[src/sv/srhg_pkg.sv]
// Package with the payload types, state type and constants of the sensor register health gate.
package srhg_pkg;

    localparam int REG_BYTES = 7;

    localparam logic [2:0] STATUS_WAITING   = 3'd0;
    localparam logic [2:0] STATUS_XFER_FAIL = 3'd1;
    localparam logic [2:0] STATUS_ZERO_DATA = 3'd2;
    localparam logic [2:0] STATUS_SETTLING  = 3'd3;
    localparam logic [2:0] STATUS_OK        = 3'd4;

    localparam logic [1:0] ACTION_NONE    = 2'd0;
    localparam logic [1:0] ACTION_REWRITE = 2'd1;
    localparam logic [1:0] ACTION_RESET   = 2'd2;

    localparam logic [63:0] RESET_WAIT_US   = 64'd10000;
    localparam logic [63:0] REWRITE_WAIT_US = 64'd3000;
    localparam logic [4:0]  SETTLE_POLLS    = 5'd20;
    localparam logic [31:0] ERROR_MAX       = 32'hFFFF_FFFF;

    typedef struct packed {
        logic [63:0]        now_us;
        logic               transfer_ok;
        logic [7:0]         reg_readback;
        logic [7:0]         temp_raw;
        logic signed [15:0] rate_x;
        logic signed [15:0] rate_y;
        logic signed [15:0] rate_z;
    } poll_t;

    typedef struct packed {
        logic [2:0]         status;
        logic [1:0]         fix_action;
        logic [2:0]         fix_index;
        logic [7:0]         fix_value;
        logic [2:0]         next_check_index;
        logic [7:0]         out_temp;
        logic signed [15:0] out_x;
        logic signed [15:0] out_y;
        logic signed [15:0] out_z;
        logic [31:0]        fault_total;
    } result_t;

    typedef struct packed {
        logic [2:0]  check_index;
        logic [4:0]  settle_count;
        logic [63:0] recovery_deadline;
        logic [31:0] fault_total;
    } gate_state_t;

endpackage

[src/sv/sensor_register_health_gate.sv]
// Top level of the sensor register health gate: input register, poll evaluation, result register.
// An accepted poll is held in the input register, evaluated from there, and moves into the
// result register once that register is free, from where it transfers to the output.
// Throughput: one poll per cycle while no result stalls; the registers form a two-deep pipeline.
// A stalled result holds its register and the input register, after which input ready drops.
// Reset (aresetn low, synchronous) clears the check index, settle count, deadline, error count,
// the expected register and both pipeline valid flags.
module sensor_register_health_gate #(
    parameter int CHECKED_REGS = 7
) (
    input  logic              aclk,
    input  logic              aresetn,
    input  logic              s_valid,
    output logic              s_ready,
    input  srhg_pkg::poll_t   s_data,
    output logic              m_valid,
    input  logic              m_ready,
    output srhg_pkg::result_t m_data,
    input  logic              cfg_we,
    input  logic [55:0]       cfg_wdata
);

    logic                  in_valid_reg;
    srhg_pkg::poll_t       in_data_reg;
    logic                  out_valid_reg;
    srhg_pkg::result_t     out_data_reg;
    srhg_pkg::gate_state_t state_reg;
    srhg_pkg::gate_state_t state_next;
    srhg_pkg::result_t     core_result;
    logic [55:0]           expected_reg;
    logic                  out_free;
    logic                  advance;

    assign out_free = !out_valid_reg || m_ready;
    assign advance  = in_valid_reg && out_free;
    assign s_ready  = !in_valid_reg || out_free;
    assign m_valid  = out_valid_reg;
    assign m_data   = out_data_reg;

    srhg_poll_core #(
        .CHECKED_REGS(CHECKED_REGS)
    ) u_core (
        .poll           (in_data_reg),
        .state_cur      (state_reg),
        .expected_values(expected_reg),
        .result         (core_result),
        .state_next     (state_next)
    );

    always_ff @(posedge aclk) begin
        if (!aresetn) begin
            in_valid_reg  <= 1'b0;
            out_valid_reg <= 1'b0;
            state_reg     <= '0;
            expected_reg  <= '0;
        end else begin
            if (cfg_we) begin
                expected_reg <= cfg_wdata;
            end
            if (s_valid && s_ready) begin
                in_valid_reg <= 1'b1;
            end else if (advance) begin
                in_valid_reg <= 1'b0;
            end
            if (advance) begin
                out_valid_reg <= 1'b1;
                state_reg     <= state_next;
            end else if (m_ready) begin
                out_valid_reg <= 1'b0;
            end
        end
    end

    always_ff @(posedge aclk) begin
        if (s_valid && s_ready) begin
            in_data_reg <= s_data;
        end
        if (advance) begin
            out_data_reg <= core_result;
        end
    end

    // A poll that leaves the input register always shows up as a result.
    assert property (@(posedge aclk) disable iff (!aresetn)
        advance |=> m_valid)
        else $error("Advanced poll did not produce a result.");

    // An accepted sample never comes with a fix request and leaves no settling behind.
    assert property (@(posedge aclk) disable iff (!aresetn)
        (advance && core_result.status == srhg_pkg::STATUS_OK) |->
            (core_result.fix_action == srhg_pkg::ACTION_NONE &&
             state_next.settle_count == 5'd0))
        else $error("Sample accepted while a fix or settling was pending.");

    // The round-robin index stays within the checked registers.
    assert property (@(posedge aclk) disable iff (!aresetn)
        int'(state_reg.check_index) < CHECKED_REGS)
        else $error("Check index out of range.");

    // The error count only grows.
    assert property (@(posedge aclk) disable iff (!aresetn)
        $past(aresetn) |-> state_reg.fault_total >= $past(state_reg.fault_total))
        else $error("Error count decreased.");

endmodule

[src/sv/srhg_poll_core.sv]
// Combinational evaluation of one poll against the gate state.
module srhg_poll_core #(
    parameter int CHECKED_REGS = 7
) (
    input  srhg_pkg::poll_t     poll,
    input  srhg_pkg::gate_state_t state_cur,
    input  logic [55:0]         expected_values,
    output srhg_pkg::result_t   result,
    output srhg_pkg::gate_state_t state_next
);

    logic [7:0]  expected_byte;
    logic        mismatch;
    logic        zero_data;
    logic [2:0]  idx;
    logic [4:0]  settle;
    logic [32:0] error_sum;

    always_comb begin
        expected_byte = 8'd0;
        if (int'(state_cur.check_index) < srhg_pkg::REG_BYTES) begin
            expected_byte = expected_values[{state_cur.check_index, 3'b000} +: 8];
        end
        mismatch  = poll.reg_readback != expected_byte;
        zero_data = (poll.temp_raw == 8'd0) && (poll.rate_x == 16'sd0) &&
                    (poll.rate_y == 16'sd0) && (poll.rate_z == 16'sd0);
        idx       = state_cur.check_index;
        settle    = state_cur.settle_count;
        error_sum = {1'b0, state_cur.fault_total};

        state_next = state_cur;
        result     = '0;
        result.status = srhg_pkg::STATUS_WAITING;

        if (poll.now_us < state_cur.recovery_deadline) begin
            result.status = srhg_pkg::STATUS_WAITING;
        end else if (!poll.transfer_ok) begin
            result.status = srhg_pkg::STATUS_XFER_FAIL;
        end else begin
            if (mismatch) begin
                error_sum = error_sum + 33'd1;
                if (settle == 5'd0 || idx == 3'd0) begin
                    result.fix_action = srhg_pkg::ACTION_RESET;
                    state_next.recovery_deadline = poll.now_us + srhg_pkg::RESET_WAIT_US;
                    idx = 3'd0;
                end else begin
                    result.fix_action = srhg_pkg::ACTION_REWRITE;
                    result.fix_index  = idx;
                    result.fix_value  = expected_byte;
                    state_next.recovery_deadline = poll.now_us + srhg_pkg::REWRITE_WAIT_US;
                end
                settle = srhg_pkg::SETTLE_POLLS;
            end
            if (idx == 3'(CHECKED_REGS - 1)) begin
                state_next.check_index = 3'd0;
            end else begin
                state_next.check_index = idx + 3'd1;
            end

            if (zero_data) begin
                error_sum = error_sum + 33'd1;
                result.status = srhg_pkg::STATUS_ZERO_DATA;
            end else if (settle != 5'd0) begin
                settle = settle - 5'd1;
                result.status = srhg_pkg::STATUS_SETTLING;
            end else begin
                result.status   = srhg_pkg::STATUS_OK;
                result.out_temp = poll.temp_raw;
                result.out_x    = poll.rate_x;
                result.out_y    = poll.rate_y;
                result.out_z    = poll.rate_z;
            end
            state_next.settle_count = settle;
        end

        if (error_sum[32]) begin
            state_next.fault_total = srhg_pkg::ERROR_MAX;
        end else begin
            state_next.fault_total = error_sum[31:0];
        end
        result.next_check_index = state_next.check_index;
        result.fault_total      = state_next.fault_total;
    end

endmodule
[config.mk]
export PLATFORM = sky130hd
export DESIGN_NAME = sensor_register_health_gate
export DESIGN_NICKNAME = d
export VERILOG_FILES = /design/src/sv/srhg_pkg.sv /design/src/sv/sensor_register_health_gate.sv /design/src/sv/srhg_poll_core.sv
export SDC_FILE = /design/constraint.sdc
export NUM_CORES = 1
export LEC_CHECK = 0
export ABC_CLOCK_PERIOD_IN_PS = 4300
export BUFFER_PORTS_ARGS = -buffer_cell sky130_fd_sc_hd__buf_2
export CAP_MARGIN = 10
export CORE_MARGIN = 5
export CORE_UTILIZATION = 50
export CTS_CLUSTER_DIAMETER = 120
export DETAILED_ROUTE_END_ITERATION = 6
export HOLD_SLACK_MARGIN = 0.06
export PLACE_DENSITY = 0.74
export SLEW_MARGIN = 20
export SYNTH_ARGS = -nofsm -noshare
export SYNTH_HDL_FRONTEND = slang
export SYNTH_SLANG_ARGS = --single-unit
[constraint.sdc]
create_clock -name aclk -period 4.3 [get_ports aclk]
set_input_delay 0.645 -clock aclk [delete_from_list [all_inputs] [get_ports aclk]]
set_output_delay 0.645 -clock aclk [all_outputs]
set_load 0.005 [all_outputs]
==> Yosys cells after proc, flatten, opt, wreduce, memory -nomap -nowiden <==
Cells that the tools add are included.
{ "word_totals": {"register_bits": 398, "latch_bits": 0, "ram_bits": 0, "mem_bits_ro": 0, "out_inout_bits": 109, "wordCells": 96, "memories": 0} }
{ "classes": {"n_addsub": 6, "n_mul": 0, "div": 0, "order_cmp": 2, "eq_ne": 2, "shift": 1, "n_mux": 30, "bitwise": 3, "reduce_logical": 26} }
{ "ops": {"columns": ["cell", "n"], "rows": [
  ["33-bit two-way mux", 6],
  ["72-bit two-way mux", 2],
  ["64-bit two-way mux", 2],
  ["64-bit by 12-bit adder with 64-bit output, second input constant", 1],
  ["64-bit by 14-bit adder with 64-bit output, second input constant", 1],
  ["64-bit < comparator", 1],
  ["56-bit by 7-bit indexed part select with 8-bit output", 1],
  ["16-bit logical NOT", 3],
  ["32-bit by 1-bit adder with 33-bit output, second input constant", 1],
  ["33-bit by 1-bit adder with 33-bit output, second input constant", 1],
  ["32-bit two-way mux", 1],
  ["5-bit two-way mux", 5],
  ["3-bit two-way mux", 6],
  ["8-bit logical NOT", 1],
  ["8-bit two-way mux", 1],
  ["8-bit inequality test", 1],
  ["4-bit OR reduction", 2],
  ["3-bit OR reduction", 2],
  ["1-bit logical AND", 5],
  ["5-bit logical NOT", 1],
  ["1-bit two-way mux", 5],
  ["5-bit nonzero test", 1],
  ["5-bit by 1-bit subtractor with 5-bit output, second input constant", 1],
  ["2-bit two-way mux", 2],
  ["other kinds (11)", 17]
]} }

==> Logic depth before layout (Yosys ltp) <==
{ "logic_depth": {"ltp_word": 11, "mapped_depth": 18, "ltp_nobuf": 14} }

==> By module <==
From an unflattened synthesis, not the netlist that was laid out.
{ "hier_totals": {"cells_unflattened": 2112, "area_unflattened_um2": 21031.4} }
{ "modules_own_cells": {"columns": ["module", "instances", "cells_per_inst", "area_each_um2"], "rows": [
  ["sensor_register_health_gate", 1, 876, 13402.9],
  ["srhg_poll_core", 1, 1236, 7628.6]
]} }

==> Worst setup path before layout <==
No wires, ideal clock.
{ "synth_timing": {"path_type": "input to register", "start": "in m_ready", "end": "reg state_reg[36] (netlist bit)", "setup_ns": 0.070, "arrival_time_ns": 4.440, "required_ns": 4.230, "setup_slack_ns": -0.210, "cell_stages": 8, "path_buffers": 1, "path_cell_list": "nor2b_1 nand2b_1 inv_1 o21ai_0 nor2_1 clkbuf_1 o211ai_1 a21oi_1"} }
{ "synth_between": {"elab_chain_len": 3} }
{ "synth_lines": {"columns": ["element", "line_no", "rtl"], "rows": [
  ["start: declaration", "sensor_register_health_gate.sv:17", "input logic m_ready,"],
  ["1-bit logical OR", "sensor_register_health_gate.sv:34", "assign out_free = !out_valid_reg || m_ready;"],
  ["1-bit logical AND", "sensor_register_health_gate.sv:35", "assign advance = in_valid_reg && out_free;"],
  ["net advance", "sensor_register_health_gate.sv:32", "logic advance;"],
  ["4-bit AND reduction (no source line)", null, null],
  ["end signal: assignment", "sensor_register_health_gate.sv:67", "state_reg <= state_next;"],
  ["end: declaration", "sensor_register_health_gate.sv:27", "srhg_pkg::gate_state_t state_reg;"]
]} }
The timed path passes the listed nets, and every way through them passes these cells.
A chain may end at the register's enable or synchronous reset.

==> impl_metrics.ini <==
[drt]
wl_met2_um = 25150
drt_pre_antenna_iters = 5
first_iter_violations = 1056
met1_length_um = 20690
routed.top_layer = met4
met3WireLength_um = 2464
wirelength_um = 50270
routedWlPerCell_um = 18.65
avgViaCountPerCell = 5.612
drc = 0
vias = 15130
drtAntennaViolNets = 0

[synth]
async_flop_share = 0
synthMuxAreaShare = 0.04417
synthXorXnorAreaFrac = 0.04062
synth_area_leaders = edfxtp_1, dfxtp_1, ha_1, mux2i_1, nor2_1
syn_inst = 1848
avgSynthCellArea_um2 = 10.48
syn-num-nets = 2107
synth_top_area_share = 0.3658
synth_top_family_by_area = simple AND/OR/NAND/NOR gates
synthTopCellsByCount = edfxtp_1, nor2_1, dfxtp_1, nand2_1, inv_1
synthAdderAreaFrac = 0.04456
synth_edf_count = 236
ys_seq_area_frac = 0.5332
yosysMostFrequentCell = edfxtp_1
syn-cell-area_um2 = 19370
ys.warnings.count = 0
synth_seq_cells = 398
synth_largest_area_cell = edfxtp_1
synth-compound-area-share = 0.1318
synthDistinctLibCells = 87
yosys_most_used_dff = edfxtp_1
synthSimpleGateAreaFrac = 0.1616

[floorplanning]
ios = 299
initial_utilization = 0.5036
num_rows = 72
coreArea_um2 = 38470
fp.dieArea_um2 = 42780
dieHeight_um = 206.8
die_x_um = 206.8

[final_layout]
finalNonFillerCells = 2696
largest_reg_flops = 129
final_layout_size_suffix_gt1_frac = 0.2202
fin_area_um2 = 23070
nets = 2400
syn_to_final_growth_pct = 19.10
fill_cells = 3212

[clocking]
cts_buffer_depth = 3
insertion_delay_ns = 0.57
cts_tree = done
clkTransAtPathRegs_ns = 0.06
cts_num_sinks = 398
h-tree-depth = 2
cts-buffers-inserted = 43
root_buffer = clkbuf_16

[power_and_ir_drop]
p_int_w = 0.006938
pwr-share-comb = 0.094
power_density_nw_per_um2 = 393.4
p_leak_nw = 9.099
pwr-share-seq = 0.480
clkPwrFrac = 0.426
switching_power_w = 0.002138
ir_drop_uv = 329.7
p_sw_frac = 0.2356
fin_total_pwr_w = 0.009076

[placement]
placed_cells = 2612
place_ws_ns = -0.01759
dp_hpwl_um = 36180
placed_cell_area_um2 = 21530
place_congestion = 0.9567
port_buffers = 298

[setup_path]
required_ns = 4.73
cp-start-kind = flip-flop
crit_type = flip-flop to flip-flop
critPathArrivalTime_ns = 4.42
cp-end-kind = flip-flop
worstPathMaxFanout = 27

[hold_path]
hold_class = input port to flip-flop

[grt]
grt_overflow = 0
grt_first_pass_wirelength_um = 78070
grt_max_degree = 95
grt_pass1_vias = 14720
grt_antenna_before_repair = 3
track_usage = 0.2290

[timing]
fin_setup_tns_ns = 0
finalSetupViolCount = 0
finClkSkew_ns = 0.02270
rsz0062_at_grt = false
final-hold-violation-count = 0
tightestPinTransition_ns = 0.9843
slew_viol_final = 0
fin_crit_ns = 3.993
slew-limit-headroom = 0.3438
max_clock_freq_mhz = 250.5
layout_worst_path_cycle_share = 0.9286
fin_ws_ns = 0.3072

[flow_run]
cap_violations = 0

[run_status]
status = finished clean
-- final cells by class --
cell class | instances | area (um2) | share of cell area
multi-input cells | 1247 | 8269 | 0.3584
clock buffers | 57 | 1211 | 0.05249
clock inverters | 22 | 271.5 | 0.01177
inverters | 96 | 366.6 | 0.01589
repair buffers | 355 | 1969 | 0.08535
well taps | 518 | 648.1 | 0.02809
diodes | 3 | 7.507 | 0.0003254
flip-flops and latches | 398 | 10330 | 0.4477
-- critical path, stage by stage, from the launching register on --
cell,delay (ns)
dfxtp_1,0.38
buf_12,0.22
mux2i_1,0.26
o221a_2,0.27
o21ai_0,0.08
nor4b_2,0.17
and4_1,0.20
buf_4,0.19
buf_4,0.16
a211o_1,0.31
a21boi_2,0.21
nand4_2,0.20
nor4_4,0.44
a32oi_4,0.21
o21ai_4,0.30
o221a_1,0.24
-- power by group through the flow --
stage / Sequential [W] / Combinational (W) / Clock, W
after detailed placement: 0.00443 / 0.000851 / 0
after floorplan: 0.00440 / 0.000551 / 0
final: 0.00435 / 0.000855 / 0.00387
after global placement: 0.00443 / 0.000829 / 0
after global routing: 0.00437 / 0.000952 / 0.00410
after CTS: 0.00435 / 0.000857 / 0.00394
-- stage by stage --
stage / utilization / hold WS (ns)
finish: 0.5998 / 0.2525
global route: 0.5998 / 0.2323
CTS: 0.5984 / 0.2242
detailed placement: 0.5596 / 0.4453
global placement: 0.5596 / 0.4383
floorplan: - / 0.4319
-- path summary, 6_finish.rpt --
path | startpoint | end | slack, ns | cells past startpoint
setup / recovery | state_reg[102] | m_data[3] | 0.31 | 15
hold / removal | s_data[124] | in_data_reg[124] | 0.25 | 1
setup reg to reg | state_reg[102] | m_data[3] | 0.31 | 15
hold reg to reg | state_reg[43] | state_reg[43] | 0.45 | 2
-- logic make-up (layout without fill, tap and decap cells) --
kind of cell / count (synthesis) / after routing
compound gates: 373 / 373
xor+xnor: 89 / 89
fa+ha+maj: 69 / 69
buf+inv: 203 / 530
flops: 398 / 398
mux: 85 / 85
other cells: 0 / 3
simple gates: 631 / 631
-- what timing repair did --
| item | CTS | global route |
|---|---|---|
| hold buffers | 0 | 0 |
| resized for setup | 1 | 7 |
| gates cloned | 0 | 0 |
| pin swaps | 0 | 1 |
| buffers inserted | 0 | 2 |
| endpoints found under the setup margin | 1 | 27 |
-- cells in the final DEF (no fill, tap or decap), drive strengths merged, types with 9 or more instances in the layout --
| cell | n |
|---|---|
| xor2 | 25 |
| a31oi | 21 |
| ha | 69 |
| xnor2 | 64 |
| a21o | 27 |
| o21ai | 70 |
| o221a | 12 |
| o22ai | 13 |
| nand4 | 30 |
| nor3 | 51 |
| nor4 | 31 |
| a21oi | 89 |
| inv | 97 |
| buf | 355 |
| nand3 | 39 |
| edfxtp | 236 |
| clkbuf | 57 |
| mux2i | 84 |
| nand2 | 122 |
| nor2 | 211 |
| and3 | 84 |
| nand2b | 9 |
| a211oi | 61 |
| dfxtp | 162 |
| clkinv | 12 |
| and2 | 13 |
-- routing by layer --
layer,track usage,vias up
met5,0,-
met4,0.09585,0
met3,0.03328,109
met2,0.3948,424
met1,0.2901,7238
li1,-,7359
Power figures use the tool's default switching activity.
